`src/rtl/nmea_sf_pkg.sv`:
```
package nmea_sf_pkg;

   // sentence length limit, the byte count saturates here
   localparam logic [7:0] MAX_SENTENCE_LEN = 8'd255;

   // framing characters
   localparam logic [7:0] CH_START = 8'h24;  // '$'
   localparam logic [7:0] CH_STAR  = 8'h2A;  // '*'
   localparam logic [7:0] CH_CR    = 8'h0D;
   localparam logic [7:0] CH_LF    = 8'h0A;
   localparam logic [7:0] CH_LOW   = 8'h20;  // ' '
   localparam logic [7:0] CH_HIGH  = 8'h7E;  // '~'

   // digit code meaning "not a hex digit"
   localparam logic [4:0] HEX_NONE = 5'd16;

   typedef enum logic [1:0] {
      ST_REJECT   = 2'd0,
      ST_START    = 2'd1,
      ST_STORED   = 2'd2,
      ST_COMPLETE = 2'd3
   } status_type;

   // digit value 0..15, or HEX_NONE
   function automatic logic [4:0] hex_digit(input logic [7:0] b);
      logic [4:0] d;
      d = HEX_NONE;
      if (b >= 8'h30 && b <= 8'h39) begin
         d = 5'(b - 8'h30);
      end else if (b >= 8'h61 && b <= 8'h66) begin
         d = 5'(b - 8'h61 + 8'd10);
      end else if (b >= 8'h41 && b <= 8'h46) begin
         d = 5'(b - 8'h41 + 8'd10);
      end
      return d;
   endfunction

endpackage

```
`src/rtl/nmea_sentence_framer_checksum.sv`:
```
// channel | ports              | payload (lowest bit first)
// --------+--------------------+-------------------------------------------------
// input   | req_tvalid/tready  | tdata: rx_byte[7:0]
// result  | rsp_tvalid/tready  | tdata: stored_byte[7:0], stored_position[7:0],
//         |                    |        checksum_ok, zero pad; tuser: status[1:0]
//
// one byte per cycle while the result is not stalled; a byte is held in the
// input register and its result is then loaded into the result register
// the sentence state is updated in the same cycle the result register is loaded
// reset is synchronous, active high, and empties both registers and the state
// a stalled result holds the input register; the input side keeps taking
// transactions as long as the input register can move on
module nmea_sentence_framer_checksum
   import nmea_sf_pkg::*;
(
   input  logic        clock,
   input  logic        reset,
   input  logic        req_tvalid,
   output logic        req_tready,
   input  logic [7:0]  req_tdata,   // rx_byte[7:0]
   output logic        rsp_tvalid,
   input  logic        rsp_tready,
   output logic [23:0] rsp_tdata,   // stored_byte[7:0], stored_position[15:8],
                                    // checksum_ok[16], zeros[23:17]
   output logic [1:0]  rsp_tuser    // status[1:0]
);

   // input register
   logic       in_valid_ff, in_valid_in;
   logic [7:0] in_byte_ff;

   // result register
   logic       out_valid_ff, out_valid_in;
   status_type out_status_ff, out_status_in;
   logic [7:0] out_byte_ff, out_byte_in;
   logic [7:0] out_pos_ff, out_pos_in;
   logic       out_ok_ff, out_ok_in;

   // sentence state
   logic [7:0] count_ff, count_in;
   logic [7:0] last_ff, last_in;
   logic [7:0] xor_ff, xor_in;
   logic       star_ff, star_in;
   logic       hex_act_ff, hex_act_in;
   logic [7:0] hex_val_ff, hex_val_in;
   logic       hex_ovf_ff, hex_ovf_in;

   logic       advance;
   logic       req_take;
   logic       is_print;
   logic [4:0] digit;

   // the input register moves on when the result register is free or draining
   assign advance    = in_valid_ff && (!out_valid_ff || rsp_tready);
   assign req_tready = !in_valid_ff || advance;
   assign req_take   = req_tvalid && req_tready;

   assign rsp_tvalid = out_valid_ff;
   assign rsp_tuser  = out_status_ff;
   assign rsp_tdata  = {7'd0, out_ok_ff, out_pos_ff, out_byte_ff};

   assign is_print = (in_byte_ff >= CH_LOW) && (in_byte_ff <= CH_HIGH);
   assign digit    = hex_digit(in_byte_ff);

   assign in_valid_in  = req_take || (in_valid_ff && !advance);
   assign out_valid_in = advance || (out_valid_ff && !rsp_tready);

   always_comb begin
      count_in      = count_ff;
      last_in       = last_ff;
      xor_in        = xor_ff;
      star_in       = star_ff;
      hex_act_in    = hex_act_ff;
      hex_val_in    = hex_val_ff;
      hex_ovf_in    = hex_ovf_ff;
      out_status_in = out_status_ff;
      out_byte_in   = out_byte_ff;
      out_pos_in    = out_pos_ff;
      out_ok_in     = out_ok_ff;
      if (advance) begin
         out_status_in = ST_REJECT;
         out_byte_in   = 8'd0;
         out_pos_in    = 8'd0;
         out_ok_in     = 1'b0;
         if (in_byte_ff == CH_START) begin
            // '$' opens a fresh sentence at position 0
            count_in      = 8'd1;
            last_in       = in_byte_ff;
            xor_in        = 8'd0;
            star_in       = 1'b0;
            hex_act_in    = 1'b0;
            hex_val_in    = 8'd0;
            hex_ovf_in    = 1'b0;
            out_status_in = ST_START;
            out_byte_in   = in_byte_ff;
         end else if ((is_print && count_ff != 8'd0) || in_byte_ff == CH_CR) begin
            // stored byte; count saturates at the length limit
            if (count_ff < MAX_SENTENCE_LEN) begin
               count_in = count_ff + 8'd1;
            end
            last_in = in_byte_ff;
            if (!star_ff) begin
               if (in_byte_ff == CH_STAR) begin
                  star_in    = 1'b1;
                  hex_act_in = 1'b1;
                  hex_val_in = 8'd0;
                  hex_ovf_in = 1'b0;
               end else if (count_ff != 8'd0) begin
                  xor_in = xor_ff ^ in_byte_ff;
               end
            end else if (hex_act_ff) begin
               if (digit != HEX_NONE) begin
                  // a value already above one digit shifts bits out
                  if (hex_val_ff[7:4] != 4'd0) begin
                     hex_ovf_in = 1'b1;
                  end
                  hex_val_in = {hex_val_ff[3:0], digit[3:0]};
               end else begin
                  hex_act_in = 1'b0;
               end
            end
            out_status_in = ST_STORED;
            out_byte_in   = in_byte_ff;
            out_pos_in    = count_ff;
         end else if (in_byte_ff == CH_LF && count_ff > 8'd1 && last_ff == CH_CR) begin
            // CR LF closes the sentence and reports the check
            out_ok_in     = star_ff && !hex_ovf_ff && (count_ff < MAX_SENTENCE_LEN) &&
                            (hex_val_ff == xor_ff);
            out_status_in = ST_COMPLETE;
            count_in      = 8'd0;
            last_in       = 8'd0;
            xor_in        = 8'd0;
            star_in       = 1'b0;
            hex_act_in    = 1'b0;
            hex_val_in    = 8'd0;
            hex_ovf_in    = 1'b0;
         end
      end
   end

   always_ff @(posedge clock) begin
      if (reset) begin
         in_valid_ff  <= 1'b0;
         out_valid_ff <= 1'b0;
         count_ff     <= 8'd0;
         last_ff      <= 8'd0;
         xor_ff       <= 8'd0;
         star_ff      <= 1'b0;
         hex_act_ff   <= 1'b0;
         hex_val_ff   <= 8'd0;
         hex_ovf_ff   <= 1'b0;
      end else begin
         in_valid_ff  <= in_valid_in;
         out_valid_ff <= out_valid_in;
         count_ff     <= count_in;
         last_ff      <= last_in;
         xor_ff       <= xor_in;
         star_ff      <= star_in;
         hex_act_ff   <= hex_act_in;
         hex_val_ff   <= hex_val_in;
         hex_ovf_ff   <= hex_ovf_in;
      end
   end

   // payload registers
   always_ff @(posedge clock) begin
      if (req_take) begin
         in_byte_ff <= req_tdata;
      end
      out_status_ff <= out_status_in;
      out_byte_ff   <= out_byte_in;
      out_pos_ff    <= out_pos_in;
      out_ok_ff     <= out_ok_in;
   end

endmodule
```
`config.mk`:
```
export PLATFORM = sky130hd
export DESIGN_NAME = nmea_sentence_framer_checksum
export DESIGN_NICKNAME = d
export VERILOG_FILES = /design/src/rtl/nmea_sf_pkg.sv /design/src/rtl/nmea_sentence_framer_checksum.sv
export SDC_FILE = /design/constraint.sdc
export NUM_CORES = 1
export LEC_CHECK = 0
export BUFFER_PORTS_ARGS = -buffer_cell sky130_fd_sc_hd__clkbuf_2
export CORE_MARGIN = 2
export CORE_UTILIZATION = 54
export CTS_BUF_LIST = sky130_fd_sc_hd__clkbuf_4
export CTS_CLUSTER_SIZE = 30
export DETAILED_ROUTE_END_ITERATION = 7
export GPL_ROUTABILITY_DRIVEN = 0
export HOLD_SLACK_MARGIN = 0.05
export PLACE_DENSITY = 0.85
export RECOVER_POWER = 100
export SETUP_SLACK_MARGIN = 0.02
export SKIP_LAST_GASP = 1
export SYNTH_ARGS = -nofsm -noshare
export SYNTH_HDL_FRONTEND = slang
export SYNTH_SLANG_ARGS = --single-unit
```
`constraint.sdc`:
```
create_clock -name clock -period 2.1 [get_ports clock]
set_input_delay 0.21 -clock clock [delete_from_list [all_inputs] [get_ports clock]]
set_output_delay 0.21 -clock clock [all_outputs]
set_load 0.05 [all_outputs]
```
Word-level counts from Yosys, hierarchy flattened. Cells that the tools add are included.

Output and inout port bits: 28. Logic and storage cells: 125. Bits in registers: 64. Bits of input ports: 12.

Magnitude comparators: 10. Reduce and logical (&&, ||, !) cells: 35. Add/subtract/negate cells: 6. Bitwise logic cells: 3. Muxes and demuxes: 42. Eq/ne operators: 15.

Operator list (number): $mux 8 (19); $eq 8x4->1 const B (3); $le 8x7->1 const B (3); $mux 1 (18); $eq 8x6->1 const B (2); $ge 8x6->1 const B (2); $ge 8x7->1 const B (2); $mux 5 (3); $logic_and 1x1->1 (14); $ne 4x3->1 const B (3); $add 5x4->5 const B (2); $reduce_and 5->1 (2); $sub 5x1->5 const B (2); $ne 3x3->1 const B (3); $add 8x1->8 const B (1); $eq 8x8->1 (1); $gt 8x1->1 const B (1); $le 8x6->1 const B (1); $lt 8x8->1 const B (1); $reduce_bool 8->1 (1); $xor 8x8->8 (1); $reduce_and 3->1 (2); $reduce_and 6->1 (1); $logic_not 1->1 (5); 12 further kinds (18).

Longest topological paths before layout.
Depth in word-level cells: 11. Mapped depth: 9. Gate-level depth less buffers: 9.

Worst setup path before layout. Ideal clock, no wire load.

Path type: register to register. Start: reg out_valid_ff, in the netlist rsp_tvalid. End: reg last_ff[0]. Buffers on the path: 2. Period minus slack after synthesis: 2522 ps. Required time: 1972 ps. Setup time: 128 ps. Cell stages (with the launch flop): 9. Arrival time: 2395 ps. Slack: -422 ps. Cell sequence: dfxtp_1 nor2b_1 nand2b_1 buf_6 inv_1 buf_1 o21ai_2 a22oi_1 nor2_1.

Cells in the longest elaborated chain, start to end: 4.

RTL lines: start, declared (RTL line nmea_sentence_framer_checksum.sv:33) `logic out_valid_ff, out_valid_in;`; start signal, assigned (RTL line nmea_sentence_framer_checksum.sv:154) `out_valid_ff <= out_valid_in;`; $logic_not 1->1 (RTL line nmea_sentence_framer_checksum.sv:54) `assign advance = in_valid_ff && (!out_valid_ff || rsp_tready);`; $logic_or 1x1->1 (RTL line nmea_sentence_framer_checksum.sv:54); $logic_and 1x1->1 (RTL line nmea_sentence_framer_checksum.sv:54); named net advance (RTL line nmea_sentence_framer_checksum.sv:48) `logic advance;`; $reduce_and 2->1 (no line); end signal, assigned (RTL line nmea_sentence_framer_checksum.sv:156) `last_ff <= last_in;`; end, declared (RTL line nmea_sentence_framer_checksum.sv:41) `logic [7:0] last_ff, last_in;`.

The timed path passes the listed nets, and every way through them passes these cells. A chain may end at the register's enable or synchronous reset.

Worst setup path after layout.
Start: reg in_byte_ff[1]. End: reg hex_val_ff[3].

Cells in the longest elaborated chain, start to end: 10. Elaborated cells on any way between the ends: 39. Those cells by class: add/sub: 5; order compare: 8; eq/ne: 8; mux: 8; reduce/logical: 10.

RTL lines: start, declared (RTL line nmea_sentence_framer_checksum.sv:30) `logic [7:0] in_byte_ff;`; start signal, assigned (RTL line nmea_sentence_framer_checksum.sv:168) `in_byte_ff <= req_tdata;`; parallel branches: the longest is 10 deep, another holds $sub 5x1->5; end signal, assigned (RTL line nmea_sentence_framer_checksum.sv:160) `hex_val_ff <= hex_val_in;`; end, declared (RTL line nmea_sentence_framer_checksum.sv:45) `logic [7:0] hex_val_ff, hex_val_in;`.

Parallel ways; which one is timed is not known. The select of a mux whose other input is x is not followed.

==> impl_metrics.env <==
export IMPL_fin_crit_ns=2.26
export IMPL_cpMaxStageDelayCell="edfxtp_1"
export IMPL_slew_headroom_pct=58.1
export IMPL_arrival_ns=2.59
export IMPL_ir_drop_uv=536
export IMPL_place_area_um2=3790
export IMPL_drive_gt1_share_pct=36.5
export IMPL_synth_top_area_cell="edfxtp_1"
export IMPL_start_kind="flop"
export IMPL_cts_max_path_buffers=2
export IMPL_syn2layout_area_growth_pct=40.0
export IMPL_hold_depth=4
export IMPL_ys_flop_type="dfxtp_1"
export IMPL_rr_endpoint="hex_val_ff[3]"
export IMPL_rows=28
export IMPL_rsz0062_at_grt="yes"
export IMPL_clock_latency_ns=0.44
export IMPL_slowest_delay_ns=0.44
export IMPL_synth_edff_count=27
export IMPL_synth_top_cells_by_count="37 x dfxtp_1, 29 x nor2_1, 27 x edfxtp_1"
export IMPL_yosysMostFrequentCell="dfxtp_1"
export IMPL_whs_endpoint="rsp_tvalid"
export IMPL_finalClockSkew_ns=0.0168
export IMPL_coreArea_um2=5850
export IMPL_grt_pass1_vias=3159
export IMPL_worst_path_max_fanout=5
export IMPL_crit_chain="inv_2 -> buf_4 -> ha_4 -> buf_6 -> nor2_1 -> o21ai_0 -> buf_4 -> a221oi_4 -> a221oi_4 -> nor3b_2 -> a21o_1"
export IMPL_endpoint_kind="flop"
export IMPL_cellLeakagePower_nw=1.77
export IMPL_synthDistinctLibCells=61
export IMPL_run_status="finished, violations left"
export IMPL_grt_usage_pct=30.4
export IMPL_root_buffer="clkbuf_4"
export IMPL_synth_top_cell_area_share_pct=25.0
export IMPL_cap_violations=0
export IMPL_postSynthCellCount=322
export IMPL_grt_antenna_before_repair=0
export IMPL_reg2reg_depth=11
export IMPL_hpwlAfterDp_mm=5.67
export IMPL_clk_pin_slew_ns=0.11
export IMPL_worstMarginPinSlew_ns=0.631
export IMPL_die_area_um2=6650
export IMPL_criticalPathCategory="reg -> reg"
export IMPL_yosys_warnings=0
export IMPL_holdWs_ns=0.107
export IMPL_power_density_nw_per_um2=557
export IMPL_finalHoldViolations=0
export IMPL_setup_slack_ns=-0.155
export IMPL_synth_area_um2=3250
export IMPL_regToRegStartpoint="in_byte_ff[1]"
export IMPL_h_tree_depth=3
export IMPL_fin_area_um2=4550
export IMPL_violations="setup timing"
export IMPL_cts_buffers=9
export IMPL_final_antenna_net_count=0
export IMPL_use_met3_pct=8.24
export IMPL_synth_seq_cells=64
export IMPL_grt_max_degree=30
export IMPL_vias=3201
export IMPL_drc=0
export IMPL_layout_nets=466
export IMPL_clock_sinks=64
export IMPL_grt_busiest_layer="met2"
export IMPL_fp_dieH_um=81.5
export IMPL_min_delay_start="rsp_tready"
export IMPL_grt_pass1_wl_mm=15.0
export IMPL_initial_core_util_pct=55.5
export IMPL_port_buffers=32
export IMPL_drt_iter0_markers=313
export IMPL_period_share_pct=107
export IMPL_die_x_um=81.5
export IMPL_wl_per_cell_um=19.9
export IMPL_async_flop_share_pct=0
export IMPL_required_ns=2.43
export IMPL_use_met1_pct=32.4
export IMPL_yosysSeqAreaShare_pct=47.8
export IMPL_diodes=0
export IMPL_r2r_slack_ns=-0.16
export IMPL_final_setup_viol_count=27
export IMPL_via_per_inst=6.07
export IMPL_slew_viol_final=0
export IMPL_drt_wl_total_mm=10.5
export IMPL_max_freq_mhz=443
export IMPL_ys_top_cells_by_area="edfxtp_1 25%, dfxtp_1 23%, a21oi_1 3.7%, o21ai_0 3.5%, nor2_1 3.4%"
export IMPL_grt_use_met2_pct=52.1
export IMPL_boundaryPins=40
export IMPL_synth_area_per_cell_um2=10.1
export IMPL_first_pass_iters=5
export IMPL_tritoncts="built"
export IMPL_overflow=0
export IMPL_hold_class="in -> reg"
==> metal layers <==
metal / wire, µm / vias to the layer above
met2: 5260 / 186
li1: - / 1427
met5: 0 / -
met3: 728 / 70
met4: 704 / 0
met1: 3800 / 1518
==> metrics by stage <==
step / util, % / setup slack [ns] / setup TNS (ns) / power, mW / instances
4_1_cts: 74.5 / -0.0399 / -0.143 / 2.49 / 518
3_3_place_gp: 64.8 / -0.157 / -1.14 / 1.63 / 471
6_report: 77.7 / -0.155 / -1.97 / 2.53 / 527
3_5_place_dp: 64.8 / -0.326 / -2.82 / 1.64 / 471
5_1_grt: 77.7 / -0.211 / -3.72 / 2.60 / 527
2_1_floorplan: - / 0.0145 / 0 / 1.56 / 329
==> worst max-delay path, delay by kind of cell, from the launching register on <==
family	cells	cell delay [ns]
compound gates	4	0.94
buf+inv	4	0.51
simple gates	2	0.13
fa+ha+maj	1	0.14
flops	1	0.44
==> power by group <==
group          switching [mW]  leakage, nW  internal, mW
clock                   0.457       0.0757         0.378
combinational           0.235         1.14         0.125
sequential             0.0156        0.556          1.32
total                   0.708         1.77          1.82
==> registers in the layout (all words and copies together) (netlist names), 2 cells and up <==
| register | cells |
|---|---|
| rsp_tuser | 2 |
| last_ff | 8 |
| out_pos_ff | 8 |
| hex_val_ff | 8 |
| count_ff | 8 |
| in_byte_ff | 8 |
| xor_ff | 8 |
| out_byte_ff | 8 |
==> final cells by class <==
class | instances | area (µm²)
Inverter | 11 | 43.8
Sequential cell | 64 | 1550
Clock inverter | 5 | 47.5
Clock buffer | 11 | 82.6
Tap cell | 75 | 93.8
Fill cell | 352 | 1300
Multi-Input combinational cell | 232 | 1780
Timing Repair Buffer | 129 | 948
==> repair_timing <==
action | CTS | global route
gates cloned | 1 | 0
endpoints found under the setup margin | 24 | 36
hold buffers | 9 | 0
resized for setup | 37 | 31
pin swaps | 27 | 17
setup buffers | 21 | 9
endpoints found under the hold margin | 9 | 0
==> worst max path at each step <==
stage	cells past startpoint	to	startpoint
after floorplan	8	last_ff[0]	rsp_tvalid
final	11	hex_val_ff[3]	in_byte_ff[1]
after global placement	7	hex_val_ff[1]	in_byte_ff[3]
after detailed placement	7	xor_ff[0]	in_byte_ff[1]
after global routing	8	hex_val_ff[2]	in_byte_ff[6]
after CTS	9	hex_ovf_ff	in_byte_ff[0]
==> layout by cell type, fill, tap and decap left out, drive strengths merged, types with 6 or more instances in the layout <==
| cell | netlist | final |
|---|---|---|
| a21oi | 24 | 24 |
| and2 | 13 | 13 |
| and3 | 6 | 6 |
| buf | 21 | 87 |
| clkbuf | 2 | 44 |
| conb | 1 | 8 |
| dfxtp | 37 | 37 |
| dlygate4sd3 | 0 | 9 |
| edfxtp | 27 | 27 |
| ha | 7 | 7 |
| inv | 11 | 11 |
| nand2 | 13 | 13 |
| nand3 | 14 | 14 |
| nand4 | 9 | 9 |
| nor2 | 29 | 29 |
| nor3 | 16 | 16 |
| o21ai | 27 | 27 |
==> kinds of logic after synthesis <==
group	synth area share [%]
AND/OR/NAND/NOR	22.2
AO/OA/AOI/OAI	17.6
flip-flops	47.8
buffers and inverters	6.90
XOR/XNOR	2.43
adder cells (fa/ha/maj)	2.70
other	0.115
multiplexers	0.308
No activity file was read; power rests on OpenSTA's default activity.
